## src/hdl/utf8d_pkg.sv

```systemverilog
`timescale 1ns / 1ps
`default_nettype none
// ----------------------------------------------------------------------------
// utf8d_pkg
// shared types and codes of the utf-8 stream decoder: byte classes, the
// queued item format and the result status codes
// ----------------------------------------------------------------------------
package utf8d_pkg;

  // default width of the saturating character counter
  localparam int INDEX_BITS_DEFAULT = 32;

  // result status codes
  localparam logic [1:0] ST_VALID = 2'd0;
  localparam logic [1:0] ST_RAW   = 2'd1;
  localparam logic [1:0] ST_TRAIL = 2'd2;

  // byte class, settled once when the byte enters
  typedef enum logic [2:0] {
    CLS_ASCII,
    CLS_CONT,
    CLS_LEAD2,
    CLS_LEAD3,
    CLS_LEAD4,
    CLS_BAD
  } byte_class_t;

  // one queued byte with its class and end-of-string flag
  typedef struct packed {
    logic [7:0]  value;
    logic        last;
    byte_class_t cls;
  } item_t;

endpackage : utf8d_pkg
`default_nettype wire

```

## src/hdl/utf8d_front.sv

```systemverilog
`timescale 1ns / 1ps
`default_nettype none
// ----------------------------------------------------------------------------
// utf8d_front
// accepts input bytes, classifies them by their leading one bits and holds
// them in a short queue for the decode side
// ----------------------------------------------------------------------------
module utf8d_front (
  input  logic             clk,
  input  logic             rst,
  input  logic             byte_valid,
  output logic             byte_stall,
  input  logic [7:0]       byte_value,
  input  logic             last_byte,
  output logic             head_valid,
  output utf8d_pkg::item_t head,
  input  logic             head_pop
);
  import utf8d_pkg::*;

  localparam int Depth   = 4;
  localparam int PtrBits = $clog2(Depth);

  item_t              slots [Depth];
  logic [PtrBits-1:0] wr_ptr;
  logic [PtrBits-1:0] rd_ptr;
  logic [PtrBits:0]   count;
  logic               push;
  logic               pop;
  item_t              incoming;

  function automatic byte_class_t classify(input logic [7:0] b);
    byte_class_t c;
    unique casez (b)
      8'b0???????: c = CLS_ASCII;
      8'b10??????: c = CLS_CONT;
      8'b110?????: c = CLS_LEAD2;
      8'b1110????: c = CLS_LEAD3;
      8'b11110???: c = CLS_LEAD4;
      default:     c = CLS_BAD;
    endcase
    return c;
  endfunction

  assign byte_stall = (count == (PtrBits + 1)'(Depth));
  assign head_valid = (count != '0);
  assign head       = slots[rd_ptr];
  assign push       = byte_valid && !byte_stall;
  assign pop        = head_pop && head_valid;

  always_comb begin
    incoming.value = byte_value;
    incoming.last  = last_byte;
    incoming.cls   = classify(byte_value);
  end

  always_ff @(posedge clk) begin
    if (rst) begin
      wr_ptr <= '0;
      rd_ptr <= '0;
      count  <= '0;
    end else begin
      if (push) begin
        wr_ptr <= (wr_ptr == PtrBits'(Depth - 1)) ? '0 : wr_ptr + 1'b1;
      end
      if (pop) begin
        rd_ptr <= (rd_ptr == PtrBits'(Depth - 1)) ? '0 : rd_ptr + 1'b1;
      end
      if (push && !pop) begin
        count <= count + 1'b1;
      end else if (pop && !push) begin
        count <= count - 1'b1;
      end
    end
  end

  always_ff @(posedge clk) begin
    if (push) begin
      slots[wr_ptr] <= incoming;
    end
  end

`ifndef SYNTHESIS
  a_count_range : assert property (@(posedge clk) disable iff (rst)
    count <= (PtrBits + 1)'(Depth))
    else $error("queue fill beyond depth");

  a_push_grow : assert property (@(posedge clk) disable iff (rst)
    push && !pop |=> count == $past(count) + 1'b1)
    else $error("queue fill did not grow on push");

  a_pop_shrink : assert property (@(posedge clk) disable iff (rst)
    pop && !push |=> count == $past(count) - 1'b1)
    else $error("queue fill did not shrink on pop");
`endif

endmodule : utf8d_front
`default_nettype wire

```

## src/hdl/utf8d_back.sv

```systemverilog
`timescale 1ns / 1ps
`default_nettype none
// ----------------------------------------------------------------------------
// utf8d_back
// decodes one queued or replayed byte per cycle while the result port
// is not stalled: buffers multi-byte sequences, assembles code points,
// replays bytes after a bad continuation, drives the registered result port
// ----------------------------------------------------------------------------
module utf8d_back #(
  parameter int INDEX_BITS = utf8d_pkg::INDEX_BITS_DEFAULT
) (
  input  logic             clk,
  input  logic             rst,
  input  logic             head_valid,
  input  utf8d_pkg::item_t head,
  output logic             head_pop,
  output logic             result_valid,
  input  logic             result_stall,
  output logic [20:0]      code_point,
  output logic [1:0]       status,
  output logic [31:0]      char_index,
  output logic             last_result
);
  import utf8d_pkg::*;

  // replay list and sequence buffer
  item_t                  rq [3];
  logic [1:0]             rq_count;
  item_t                  pend [3];
  logic [1:0]             pcount;
  logic [2:0]             exp_len;
  logic [INDEX_BITS-1:0]  char_count;
  logic [INDEX_BITS-1:0]  char_next;

  item_t       cur;
  logic        from_rq;
  logic        out_ready;
  logic        step;
  logic        emit;
  logic [20:0] e_cp;
  logic [1:0]  e_st;
  logic        e_last;
  logic        do_start;
  logic        do_append;
  logic        do_clear;
  logic        do_replay;
  logic        string_end;
  logic        good;
  logic [20:0] joined;
  logic [1:0]  k;
  logic [1:0]  rest_count;
  item_t       rq_new [3];
  logic [1:0]  rq_new_count;

  function automatic logic [2:0] lead_len(input byte_class_t c);
    logic [2:0] n;
    unique case (c)
      CLS_LEAD2: n = 3'd2;
      CLS_LEAD3: n = 3'd3;
      default:   n = 3'd4;
    endcase
    return n;
  endfunction

  assign from_rq   = (rq_count != 2'd0);
  assign cur       = from_rq ? rq[0] : head;
  assign out_ready = !result_valid || !result_stall;
  assign step      = (from_rq || head_valid) && out_ready;
  assign head_pop  = step && !from_rq;
  assign char_next = (char_count == '1) ? char_count : char_count + 1'b1;

  // code point of a complete sequence
  always_comb begin
    case (exp_len)
      3'd2:    joined = {10'd0, pend[0].value[4:0], cur.value[5:0]};
      3'd3:    joined = {5'd0, pend[0].value[3:0], pend[1].value[5:0], cur.value[5:0]};
      default: joined = {pend[0].value[2:0], pend[1].value[5:0], pend[2].value[5:0],
                         cur.value[5:0]};
    endcase
  end

  // continuation check over the buffered bytes after the lead and the current one
  always_comb begin
    good = (cur.cls == CLS_CONT);
    for (int i = 1; i < 3; i++) begin
      if (2'(i) < pcount && pend[i].cls != CLS_CONT) begin
        good = 1'b0;
      end
    end
  end

  always_comb begin
    emit      = 1'b0;
    e_cp      = '0;
    e_st      = ST_VALID;
    e_last    = 1'b0;
    do_start  = 1'b0;
    do_append = 1'b0;
    do_clear  = 1'b0;
    do_replay = 1'b0;
    if (exp_len == 3'd0) begin
      case (cur.cls) inside
        CLS_ASCII: begin
          emit   = 1'b1;
          e_cp   = {13'd0, cur.value};
          e_last = cur.last;
        end
        CLS_LEAD2, CLS_LEAD3, CLS_LEAD4: begin
          if (cur.last) begin
            emit   = 1'b1;
            e_st   = ST_TRAIL;
            e_last = 1'b1;
          end else begin
            do_start = 1'b1;
          end
        end
        default: begin
          emit   = 1'b1;
          e_cp   = {13'd0, cur.value};
          e_st   = ST_RAW;
          e_last = cur.last;
        end
      endcase
    end else if ({1'b0, pcount} + 3'd1 < exp_len) begin
      if (cur.last) begin
        emit     = 1'b1;
        e_st     = ST_TRAIL;
        e_last   = 1'b1;
        do_clear = 1'b1;
      end else begin
        do_append = 1'b1;
      end
    end else begin
      emit     = 1'b1;
      do_clear = 1'b1;
      if (good) begin
        e_cp   = joined;
        e_last = cur.last;
      end else begin
        // lead byte goes out raw, the rest is decoded again
        e_cp      = {13'd0, pend[0].value};
        e_st      = ST_RAW;
        do_replay = 1'b1;
      end
    end
  end

  assign string_end = emit && e_last;

  // new replay list: buffered bytes after the lead, current byte, old rest
  assign k          = pcount - 2'd1;
  assign rest_count = from_rq ? rq_count - 2'd1 : 2'd0;
  assign rq_new_count = k + 2'd1 + rest_count;

  always_comb begin
    rq_new[0] = (k == 2'd0) ? cur : pend[1];
    rq_new[1] = (k == 2'd0) ? rq[1] : ((k == 2'd1) ? cur : pend[2]);
    rq_new[2] = (k == 2'd0) ? rq[2] : ((k == 2'd1) ? rq[1] : cur);
  end

  always_ff @(posedge clk) begin
    if (rst) begin
      rq_count     <= 2'd0;
      pcount       <= 2'd0;
      exp_len      <= 3'd0;
      char_count   <= '0;
      result_valid <= 1'b0;
    end else begin
      if (out_ready) begin
        result_valid <= step && emit;
      end
      if (step) begin
        if (emit) begin
          char_count <= string_end ? '0 : char_next;
        end
        if (do_replay) begin
          rq_count <= rq_new_count;
        end else if (from_rq) begin
          rq_count <= rq_count - 2'd1;
        end
        if (do_clear) begin
          pcount  <= 2'd0;
          exp_len <= 3'd0;
        end else if (do_start) begin
          pcount  <= 2'd1;
          exp_len <= lead_len(cur.cls);
        end else if (do_append) begin
          pcount <= pcount + 2'd1;
        end
      end
    end
  end

  always_ff @(posedge clk) begin
    if (step) begin
      if (do_replay) begin
        rq[0] <= rq_new[0];
        rq[1] <= rq_new[1];
        rq[2] <= rq_new[2];
      end else if (from_rq) begin
        rq[0] <= rq[1];
        rq[1] <= rq[2];
      end
      if (do_start) begin
        pend[0] <= cur;
      end
      if (do_append) begin
        pend[pcount] <= cur;
      end
      if (emit) begin
        code_point  <= e_cp;
        status      <= e_st;
        char_index  <= 32'(char_next);
        last_result <= e_last;
      end
    end
  end

`ifndef SYNTHESIS
  a_buffer_room : assert property (@(posedge clk) disable iff (rst)
    {1'b0, pcount} + {1'b0, rq_count} <= 3'd3)
    else $error("sequence buffer and replay list overfilled");

  a_idle_empty : assert property (@(posedge clk) disable iff (rst)
    exp_len == 3'd0 |-> pcount == 2'd0)
    else $error("bytes buffered with no open sequence");

  a_partial_short : assert property (@(posedge clk) disable iff (rst)
    exp_len != 3'd0 |-> pcount != 2'd0 && {1'b0, pcount} < exp_len)
    else $error("open sequence holds a bad byte count");

  a_trail_form : assert property (@(posedge clk) disable iff (rst)
    result_valid && status == ST_TRAIL |-> last_result && code_point == 21'd0)
    else $error("trailing result not final or not zero");
`endif

endmodule : utf8d_back
`default_nettype wire

```

## src/hdl/utf8_stream_decoder.sv

```systemverilog
`timescale 1ns / 1ps
`default_nettype none
// ----------------------------------------------------------------------------
// utf8_stream_decoder
// utf-8 byte stream to code point decoder with per-string character index
// ----------------------------------------------------------------------------
// usage
//   input channel: byte_valid / byte_stall carry one item per byte, with
//   last_byte set on the final byte of a string. output channel:
//   result_valid / result_stall carry decoded items (code point, status,
//   one-based character index, last_result on the final item of a string).
//   an accepted item is written into the queue, then decoded into the
//   output register. throughput: one byte per cycle while no replay or
//   receiver stall holds the decoder; a sequence is given out when its
//   last byte is decoded, bytes inside a sequence give nothing. a bad
//   continuation byte makes the single decode unit replay the bytes after
//   the lead (up to three) one at a time before it takes new queue bytes.
//   the front queue holds four bytes, so input keeps flowing meanwhile.
//   receiver stall: the output register holds its item; decode stops, and
//   the input side stalls once the four-entry queue is full.
//   reset: clears the queue, any open sequence and the character count;
//   the first byte after reset starts a new string.
// ----------------------------------------------------------------------------
module utf8_stream_decoder #(
  parameter int INDEX_BITS = utf8d_pkg::INDEX_BITS_DEFAULT
) (
  input  logic        clk,
  input  logic        rst,
  // byte input
  input  logic        byte_valid,
  output logic        byte_stall,
  input  logic [7:0]  byte_value,
  input  logic        last_byte,
  // decoded output
  output logic        result_valid,
  input  logic        result_stall,
  output logic [20:0] code_point,
  output logic [1:0]  status,
  output logic [31:0] char_index,
  output logic        last_result
);
  import utf8d_pkg::*;

  // queue head between the classify front and the decode back
  logic  head_valid;
  logic  head_pop;
  item_t head;

  // front: accept, classify, queue
  utf8d_front u_front (
    .clk        (clk),
    .rst        (rst),
    .byte_valid (byte_valid),
    .byte_stall (byte_stall),
    .byte_value (byte_value),
    .last_byte  (last_byte),
    .head_valid (head_valid),
    .head       (head),
    .head_pop   (head_pop)
  );

  // back: sequence buffer, assembly, replay, result register
  utf8d_back #(
    .INDEX_BITS (INDEX_BITS)
  ) u_back (
    .clk          (clk),
    .rst          (rst),
    .head_valid   (head_valid),
    .head         (head),
    .head_pop     (head_pop),
    .result_valid (result_valid),
    .result_stall (result_stall),
    .code_point   (code_point),
    .status       (status),
    .char_index   (char_index),
    .last_result  (last_result)
  );

endmodule : utf8_stream_decoder
`default_nettype wire
```

## config.mk

```make
export PLATFORM = sky130hd
export DESIGN_NAME = utf8_stream_decoder
export DESIGN_NICKNAME = d
export VERILOG_FILES = /design/src/hdl/utf8d_pkg.sv /design/src/hdl/utf8d_front.sv /design/src/hdl/utf8d_back.sv /design/src/hdl/utf8_stream_decoder.sv
export SDC_FILE = /design/constraint.sdc
export NUM_CORES = 1
export LEC_CHECK = 0
export ABC_AREA = 1
export BUFFER_PORTS_ARGS = -buffer_cell sky130_fd_sc_hd__clkbuf_2
export CORE_UTILIZATION = 39
export DETAILED_ROUTE_END_ITERATION = 16
export MAX_ROUTING_LAYER = met4
export PLACE_DENSITY_LB_ADDON = 0.05
export SYNTH_ARGS = -nofsm -noshare
export SYNTH_HDL_FRONTEND = slang
export SYNTH_SLANG_ARGS = --single-unit
```

## constraint.sdc

```tcl
create_clock -name clk -period 5 [get_ports clk]
set_clock_uncertainty 0.1 [all_clocks]
set_input_delay 0.5 -clock clk [delete_from_list [all_inputs] [get_ports clk]]
set_output_delay 0.5 -clock clk [all_outputs]
set_load 0.02 [all_outputs]
```

# Yosys cells after proc, flatten, opt, wreduce, memory -nomap -nowiden
# Memory sizes are Yosys's and may differ from the RTL's. A register that Yosys moved wholly into a read port is not among the register bits.
# Index checks and enable logic that the tools add are counted.
word_totals:
  ff_bits: 103
  mem_bits_rw: 120
  in_bits: 13
  output_inout_bits: 58
  elab_cells: 160
  n_memories: 3
mem_list:
  columns: ["name", "depth", "word_bits", "rd", "rd_clocked_by_memory_dff", "wr", "line_no", "rtl"]
  rows:
  - ["u_front.slots", 4, 12, 1, 1, 1, "utf8d_front.sv:24", "item_t slots [Depth];"]
  - ["u_back.pend", 3, 12, 3, 0, 1, "utf8d_back.sv:29", "item_t pend [3];"]
  - ["u_back.rq", 3, 12, 3, 0, 3, "utf8d_back.sv:27", "item_t rq [3];"]
classes:
  addsub: 11
  n_lt_le_gt_ge: 3
  eq_ne: 17
  mux: 78
  bitwise_logic: 3
  n_reduce_logical: 33
ops:
  columns: ["cell", "n"]
  rows:
  - ["2-to-1 mux 12 bit", 9]
  - ["2-to-1 mux 32 bit", 2]
  - ["2-to-1 mux 21 bit", 3]
  - ["case mux 21 bit (2 select lines)", 1]
  - ["2-to-1 mux 1 bit", 39]
  - ["adder 32 x 1 -> 32 bit, second input constant", 1]
  - ["equality test 32 bit, second input constant", 1]
  - ["2-to-1 mux 2 bit", 16]
  - ["2-to-1 mux 8 bit", 2]
  - ["case mux 3 bit (5 select lines)", 1]
  - ["equality test 3 x 2 -> 1 bit, second input constant", 4]
  - ["2-to-1 mux 3 bit", 4]
  - ["OR reduction 12 bit", 1]
  - ["logical AND 1 bit", 10]
  - ["equality test 3 bit, second input constant", 3]
  - ["adder 2 x 1 -> 2 bit, second input constant", 4]
  - ["AND reduction 2 bit", 4]
  - ["nonzero test 2 bit", 4]
  - ["equality test 2 bit, second input constant", 3]
  - ["logical NOT 1 bit", 6]
  - ["logical NOT 3 bit", 2]
  - ["!= test 3 x 1 -> 1 bit, second input constant", 2]
  - ["case mux 3 bit (2 select lines)", 1]
  - ["nonzero test 3 bit", 2]
  - ["17 further kinds", 20]

# Longest topological paths before layout
# Gate-level depths: netlist of run 1.
depth:
  ltp_word: 12
  depth_mapped: 16
  ltp_nobuf: 15

# Modules after synthesis
# From an unflattened synthesis of run 1, not the netlist that was laid out.
unflattened:
  hier_cells: 1050
  hier_area_um2: 10228.6
by_module_without_submodules:
  columns: ["mod", "instances", "cells_per_inst", "area_each_um2", "seq_area_each_um2"]
  rows:
  - ["utf8d_back", 1, 854, 7888.8, 4524.3]
  - ["utf8d_front", 1, 196, 2339.7, 1621.6]

# Worst setup path after synthesis of run 1
# OpenSTA, ideal clock, no wires.
synth_path:
  kind: "register to register"
  from: "reg u_back.pcount[0]"
  to: "reg u_back.char_index[0] (enable)"
  setup_ns: 0.432
  t_arrival_ns: 3.168
  required_ns: 4.468
  path_slack_ns: 1.300
  stages_incl_launch_ff: 13
  path_buffers: 0
  synth_period_minus_slack_ns: 3.700
  path_cell_list: "dfxtp_1 inv_1 ha_1 inv_1 ha_1 nand2_1 inv_1 a21oi_1 inv_1 nor2_4 nand2_1 nand2_1 nor2_2"
synth_between:
  elab_chain_len: 5
synth_lines:
  columns: ["item", "line_no", "rtl"]
  rows:
  - ["start, declared", "utf8d_back.sv:30", "logic [1:0] pcount;"]
  - ["start signal, assigned", "utf8d_back.sv:188", "pcount <= pcount + 2'd1;"]
  - ["adder 2 x 1 -> 3 bit", "utf8d_back.sv:124", "end else if ({1'b0, pcount} + 3'd1 < exp_len) begin"]
  - ["less-than comparator 3 bit", "utf8d_back.sv:124", null]
  - ["2-to-1 mux 1 bit", "utf8d_back.sv:124", null]
  - ["2-to-1 mux 1 bit", "utf8d_back.sv:101", "if (exp_len == 3'd0) begin"]
  - ["AND reduction 2 bit (no line)", null, null]
  - ["end signal, assigned", "utf8d_back.sv:213", "char_index <= 32'(char_next);"]
  - ["end, declared", "utf8d_back.sv:21", "output logic [31:0] char_index,"]
# No other way between the ends.
# A chain may end at the register's enable or synchronous reset.

# Final worst setup path of run 1
layout_path:
  from: "reg u_back.rq_count[0]"
  to: "reg u_back.char_count[7]"
layout_between:
  elab_chain_len: 10
  elab_cells_between_ends: 25
  classes_between: "4 x eq/ne; 14 x mux; 7 x reduce/logical"
layout_lines:
  columns: ["item", "line_no", "rtl"]
  rows:
  - ["start, declared", "utf8d_back.sv:28", "logic [1:0] rq_count;"]
  - ["start signal, assigned", "utf8d_back.sv:177", "rq_count <= rq_new_count;"]
  - ["start signal, assigned", "utf8d_back.sv:179", "rq_count <= rq_count - 2'd1;"]
  - ["nonzero test 2 bit (*)", "utf8d_back.sv:65", "assign from_rq = (rq_count != 2'd0);"]
  - ["2-to-1 mux 12 bit", "utf8d_back.sv:66", "assign cur = from_rq ? rq[0] : head;"]
  - ["equality test 3 x 1 -> 1 bit", "utf8d_back.sv:84", "good = (cur.cls == CLS_CONT);"]
  - ["2-to-1 mux 1 bit (2 in series)", "utf8d_back.sv:86", "if (2'(i) < pcount && pend[i].cls != CLS_CONT) begin"]
  - ["2-to-1 mux 1 bit", "utf8d_back.sv:136", "if (good) begin"]
  - ["2-to-1 mux 1 bit", "utf8d_back.sv:124", null]
  - ["2-to-1 mux 1 bit", "utf8d_back.sv:101", null]
  - ["logical AND 1 bit", "utf8d_back.sv:148", "assign string_end = emit && e_last;"]
  - ["2-to-1 mux 32 bit", "utf8d_back.sv:174", "char_count <= string_end ? '0 : char_next;"]
  - ["end signal, assigned", "utf8d_back.sv:174", null]
  - ["end, declared", "utf8d_back.sv:32", "logic [INDEX_BITS-1:0] char_count;"]
# Mark *: on every way between the ends. The rest lies on a longest branch, timed or not.

==> results of run 1 <==
cell type report:
| cell class | count | share of cell area |
|---|---|---|
| multi-input cells | 719 | 0.2940 |
| flip-flops and latches | 221 | 0.5127 |
| repair buffers | 86 | 0.03924 |
| inverters | 153 | 0.04833 |
| diodes | 1 | 0.0002087 |
| well taps | 335 | 0.03497 |
| clock buffers | 45 | 0.06701 |
| clock inverters | 3 | 0.003549 |
cell usage after synthesis (5+ instances only):
cell type,count
a21oi_1,59
a21oi_2,12
buf_2,12
buf_6,9
clkbuf_1,16
dfxtp_1,49
edfxtp_1,172
ha_1,17
inv_1,145
inv_2,6
nand2_1,249
nand2_2,13
nand3_1,44
nand3_2,5
nand4_1,6
nor2_1,148
nor3_1,27
o21ai_0,79
o221ai_1,10
o22ai_1,9
xor2_1,18
critical path: stages, from the launching register on:
cell and delay, ps:
dfxtp_1 310, inv_1 120, ha_1 780, nand3_1 330, nand2_2 240, nand2_1 140, nand2_2 110, nand3_2 100
nand3_2 420, buf_4 420, nand2_1 100, nand2_1 70, nor2_1 40
state kept, by name, summed over array words and instances, names as in the netlist, 2 cells and up, named ones only:
signal / cells
u_back.rq: 36
u_back.char_count: 32
u_back.char_index: 32
u_back.pend: 32
u_back.pcount: 2
u_back.code_point: 21
u_back.status: 2
u_back.rq_count: 2
u_front.slots: 48
u_back.exp_len: 3
u_front.rd_ptr: 2
u_front.wr_ptr: 2
u_front.count: 3
metrics by stage:
step	utilization	area [sq um]	power (mW)	setup slack (ps)
6_report	0.4574	11990	8.322	1576
5_1_grt	0.4574	11990	8.991	1187
4_1_cts	0.4573	11990	8.471	1468
3_5_place_dp	0.4251	11140	6.559	1495
3_3_place_gp	0.4251	11140	6.560	1511
2_1_floorplan	-	10490	5.639	1300
layout by cell type (no fill, tap or decap), types with 18 or more instances in the layout:
master	n
o21ai_0	79
clkbuf_16	27
nor2_1	148
clkbuf_2	70
dfxtp_1	49
nand2_1	249
a21oi_1	59
edfxtp_1	172
nor3_1	27
nand3_1	44
xor2_1	18
inv_1	145
metal layers:
metal	track usage	wire (um)
met5	-	0
met4	0.05486	507
met3	0.02741	914
met2	0.3291	12450
met1	0.2392	11430
worst max path at each step:
stage / to / from / slack [ps] / cells past startpoint
after floorplan: u_back.char_index[0] / u_back.pcount[0] / 1300 / 12
after global placement: u_back.char_count[29] / u_back.rq_count[0] / 1510 / 11
after detailed placement: u_back.char_count[7] / u_back.rq_count[0] / 1490 / 12
after CTS: u_back.char_count[7] / u_back.rq_count[0] / 1470 / 12
after global routing: u_back.char_count[24] / u_back.rq_count[0] / 1190 / 12
final: u_back.char_count[7] / u_back.rq_count[0] / 1580 / 12
report_power, final:
part | leakage (nW) | total (mW) | switching (mW) | internal [mW]
registers | 2.03 | 3.14 | 0.237 | 2.91
clock network | 0.410 | 1.87 | 0.733 | 1.13
logic | 2.48 | 3.31 | 2.42 | 0.893
total | 4.93 | 8.32 | 3.39 | 4.93
cell families after synthesis:
logic type,after synthesis
AND/OR/NAND/NOR,505
flip-flops,221
buffers and inverters,194
AO/OA/AOI/OAI,177
XOR/XNOR,19
adder cells (fa/ha/maj),18
==> out/results.ini, run 1 <==
[worst_hold_path]
hold_class = input pin to flip-flop
holdPathEnd = u_front.slots[1][4]
hold_depth = 1
hold_start = byte_value[0]

[global_route]
grt.total_usage = 0.1933
antenna_found_initial = 1
grt_pass1_vias = 7514
gr-total-overflow = 0
grt_start_max_net_pins = 65
grt_first_pass_wirelength_um = 40840

[route]
vias_per_cell = 4.845
vias = 7572
drc = 2
wire_per_inst_um = 16.18
wl_um = 25290
antenna_left = 0
dr.pass1.iters = 13
first_iter_violations = 464

[cells_and_area]
multi_input_area_sq_um = 3525
nets = 1238
area_delta_synth_final_pct = 14.28
final_cells = 1563
fillers = 2522
register_area_sq_um = 6146
drive_above_1_share = 0.1385

[yosys]
synth_area_leader_cell = edfxtp_1
yosys.area.top_type_share = 0.4924
yosys.area_share.simple = 0.2018
ys_types = 41
synth_edf_count = 172
syn_area_sq_um = 10490
avgSynthCellArea_sq_um = 9.250
synth-main-ff-cell = edfxtp_1
synth_seq_cells = 221
synthArstFlopShare = 0
synth.area.top_cells = edfxtp_1 (49%), dfxtp_1 (9.4%), nand2_1 (8.9%)
syn_nets = 1165
yosysWarnings = 0
synth-xor-area-share = 0.01586
synth-compound-area-share = 0.09542
synth_cells = 1134
synth.yosys.seq_area_share = 0.5859
synth_top_family_by_area = simple AND/OR/NAND/NOR gates
muxShareOfSynthArea = 0
synth_adder_area_share = 0.02219

[critical_path]
crit_type = flip-flop to flip-flop
rrSetupSlack_ps = 1580
cp_data_required_time_ps = 5310
cp_max_fo = 29
r2r-start = u_back.rq_count[0]
worst_r2r_endpoint = u_back.char_count[7]
reg2reg_depth = 12
setup.worst_path.start_class = flip-flop
cp.arrival_ps = 3740
end_kind = flip-flop

[pwr]
leakagePower_nw = 4.928
irDropWorstVdd_mv = 0.4299
power.density_nw_per_um2 = 694.2

[clock_tree]
cts_max_path_buffers = 3
cts_root_buf = clkbuf_16
postCtsSetupBuffers = 0
clock_sinks = 221
hold_buffers = 0
cts-resized-gates = 0
clk_pin_slew_ps = 60
cts_tree = yes
cts_made_buffers = 26
htree_num_levels = 1
clk_latency_ps = 520

[die]
die_y_um = 166.0
core_area_sq_um = 26210
start_util = 0.4003
rows = 59
pin_count = 71
die_w_um = 166.0
dieArea_sq_um = 27560

[timing]
finalCritPeriodShare = 0.6849
final-hold-violation-count = 0
final_max_slew_viol_count = 0
rsz0062_at_grt = false
fmax_mhz = 292.0
tns_ps = 0
slew_headroom = 0.3800
tightest_slew_ps = 930.1
finalCriticalPeriod_ps = 3424
finalHoldWorstSlack_ps = 102.5
setup-violations-final = 0

[status]
status = complete, but fails checks
violations = design-rule violations

[placed_design]
dp_hpwl_um = 17180
io_buffers = 70
dp_cells = 1514
globalplace.congestion = 0.8330

[job]
cap_violations = 0

Note: power is estimated with default switching activity, not from simulation.
==> inputs of run 2 (changes only) <==
==> constraint.sdc (replaced) <==
create_clock -name clk -period 3.5 [get_ports clk]
set_clock_uncertainty 0.1 [all_clocks]
set_input_delay 0.35 -clock clk [delete_from_list [all_inputs] [get_ports clk]]
set_output_delay 0.35 -clock clk [all_outputs]
set_load 0.02 [all_outputs]
==> run 2 against run 1 <==
  * The flow still finishes with violations (design-rule violations)
  * Critical path type unchanged
  * Power grew 44%
  * Fmax rose by 9.7%
  * Sequential power rose by 43%
  * Register-to-register slack got worse by 1200 ps
  * Non-clock buffer count increased by 14
==> out/results.ini, run 2 (synthesis results as in run 1) <==
[cells_and_area]
largest_reg_flops = 48  ; unchanged
multi_input_area_sq_um = 3522  ; about the same
register_area_sq_um = 6146  ; unchanged
nets = 1251  ; +1.1%
utilization = 0.4616  ; +0.004154
final_cells = 1573  ; +0.64%
final_cell_mix = nand2_1 (249), edfxtp_1 (172), nor2_1 (148)
final_common_cell = nand2_1
fillers = 2508  ; -0.56%
antenna-diode-count = 0  ; -1
drive_above_1_share = 0.1454  ; +0.006846
area_delta_synth_final_pct = 15.31
top_register = u_front.slots
stdcell_area_sq_um = 12100  ; +0.91%
top_regs = u_front.slots: 48 flops, u_back.rq: 36 flops

[worst_hold_path]
hold_start = byte_value[5]
hold_depth = 1  ; unchanged
hold_class = input pin to flip-flop
holdPathEnd = u_front.slots[1][9]

[die]
core_area_sq_um = 26210  ; unchanged
dieArea_sq_um = 27560  ; unchanged
die_w_um = 166.0  ; unchanged
pin_count = 71  ; unchanged
die_y_um = 166.0  ; unchanged
rows = 59  ; unchanged
start_util = 0.4003  ; unchanged

[timing]
setup_slack_ps = 377.4  ; -1198 ps
final-hold-violation-count = 0  ; unchanged
tns_ps = 0  ; unchanged
slew_headroom = 0.2266  ; -0.1534
tightest_slew_ps = 1160  ; +230.1 ps
final_max_slew_viol_count = 0  ; unchanged
finalCriticalPeriod_ps = 3123  ; -301.8 ps
setup-violations-final = 0  ; unchanged
fmax_mhz = 320.2  ; +9.7%
finalCritPeriodShare = 0.8922  ; +0.2073
rsz0062_at_grt = false

[critical_path]
r2r-start = u_back.pcount[0]
cp_data_required_time_ps = 3550  ; -1760 ps
rrSetupSlack_ps = 380  ; -1200 ps
cp.arrival_ps = 3170  ; -570 ps
critPathSlowestCell = dfxtp_1
cp_common_cell = inv_1
crit_type = flip-flop to flip-flop
reg2reg_depth = 12  ; unchanged
cp_max_fo = 14  ; -52%
cp_cell_sequence = inv_1 > ha_1 > inv_1 > ha_1 > nand2_1 > inv_1 > a21oi_1 > nor2_1 > nand2_2 > nand2_1 > nand2_1 > inv_1
critPathBufInv = 4  ; +2
setup.worst_path.start_class = flip-flop
end_kind = flip-flop
cpPeakStageDelay_ps = 490  ; -290 ps
worst-path-stages = 12  ; unchanged
startpoint = u_back.pcount[0]
worst_r2r_endpoint = u_back.rq[0][10]
crit_family = simple AND/OR/NAND/NOR gates

[global_route]
grt.total_usage = 0.1948  ; +0.001497
grt_pass1_vias = 7655  ; +1.9%
gr-total-overflow = 0  ; unchanged
grt_start_max_net_pins = 61  ; -6.2%
grt_first_pass_wirelength_um = 41320  ; +1.2%
antenna_found_initial = 0  ; -1

[route]
wire_per_inst_um = 16.23  ; +0.29%
dr.pass1.iters = 11  ; -2
vias_per_cell = 4.816  ; -0.58%
first_iter_violations = 482  ; +3.9%
antenna_left = 0  ; unchanged
wl_um = 25530  ; +0.93%
vias = 7576  ; +0.053%
drc = 1  ; -1

[pwr]
seqPwrFrac = 0.376  ; -0.002
power.density_nw_per_um2 = 987.3  ; +42%
p_sw_frac = 0.4090  ; +0.001900
internal-power_mw = 7.058  ; +43%
irDropWorstVdd_mv = 0.6112  ; +42%
leakagePower_nw = 4.997  ; +1.4%
p_switching_mw = 4.885  ; +44%
combinationalPowerShare = 0.413  ; +0.015
clock_power_share = 0.210  ; -0.014

[status]
status = complete, but fails checks
violations = design-rule violations

[clock_tree]
clock_sinks = 221  ; unchanged
cts_max_path_buffers = 3  ; unchanged
clk_pin_slew_ps = 60  ; about the same
htree_num_levels = 1  ; unchanged
cts_tree = yes
cts_root_buf = clkbuf_16
clk_latency_ps = 520  ; about the same
cts_made_buffers = 25  ; -3.8%

[placed_design]
io_buffers = 70  ; unchanged
globalplace.congestion = 0.8767  ; +5.2%
place_area_sq_um = 11250  ; +0.97%
dp_cells = 1522  ; +0.53%
dp_hpwl_um = 17530  ; +2.0%
pre_cts_slack_ps = 377.2  ; -1118 ps

[job]
cap_violations = 0  ; unchanged

[run 2: cell types whose count changed in the layout (fill, tap and decap cells not counted), moves of 2 or more]
| cell | delta |
|---|---|
| buf_12 | +4 |
| buf_4 | +4 |
| clkbuf_1 | -5 |
| clkbuf_16 | -2 |
| clkinv_2 | +6 |
| dlygate4sd3_1 | +6 |
[run 2: repair_timing]
action	4_1_cts	5_1_grt
hold endpoints to repair	24	0
setup buffers	0	0
hold buffers	6	0
gates resized for setup	0	0
[run 2: routing by layer]
metal,routed length (um),GRT usage,part of all wire,vias up
li1,-,-,-,3914
met1,11450,0.2415,0.45,3480
met2,12480,0.3343,0.49,143
met3,1008,0.02598,0.039,39
met4,594,0.05120,0.023,0
met5,0,-,0,-
[run 2: final cells by class]
cell class	instances	share of cell area
timing repair buffer	100	0.05296
inverter	153	0.04789
multi-input combinational	719	0.2912
clock buffer	37	0.05958
sequential	221	0.5081
tap	335	0.03465
clock inverter	8	0.005689
[run 2: worst max-delay path by stage]
stage,endpoint,slack [ps]
after floorplan,u_back.pend[2][0],330
after global placement,u_back.rq[0][11],430
after detailed placement,u_back.rq[0][11],380
after CTS,u_back.rq[0][11],350
after global routing,u_back.rq[0][3],130
final,u_back.rq[0][10],380
[run 2: power groups by stage]
stage               registers, mW  clock network, mW  logic [mW]
detailed placement           4.54                  0        5.02
floorplan                    4.89                  0        3.15
CTS                          4.50               2.58        5.04
finish                       4.50               2.51        4.94
global placement             4.54                  0        5.01
global route                 4.59               2.68        5.55
[run 2: per-stage QoR]
stage	hold WS (ps)	power [mW]
after floorplan	348.9	8.046
after global placement	377.7	9.553
after detailed placement	382.5	9.555
after CTS	8.255	12.13
after global routing	18.07	12.82
final	36.79	11.94
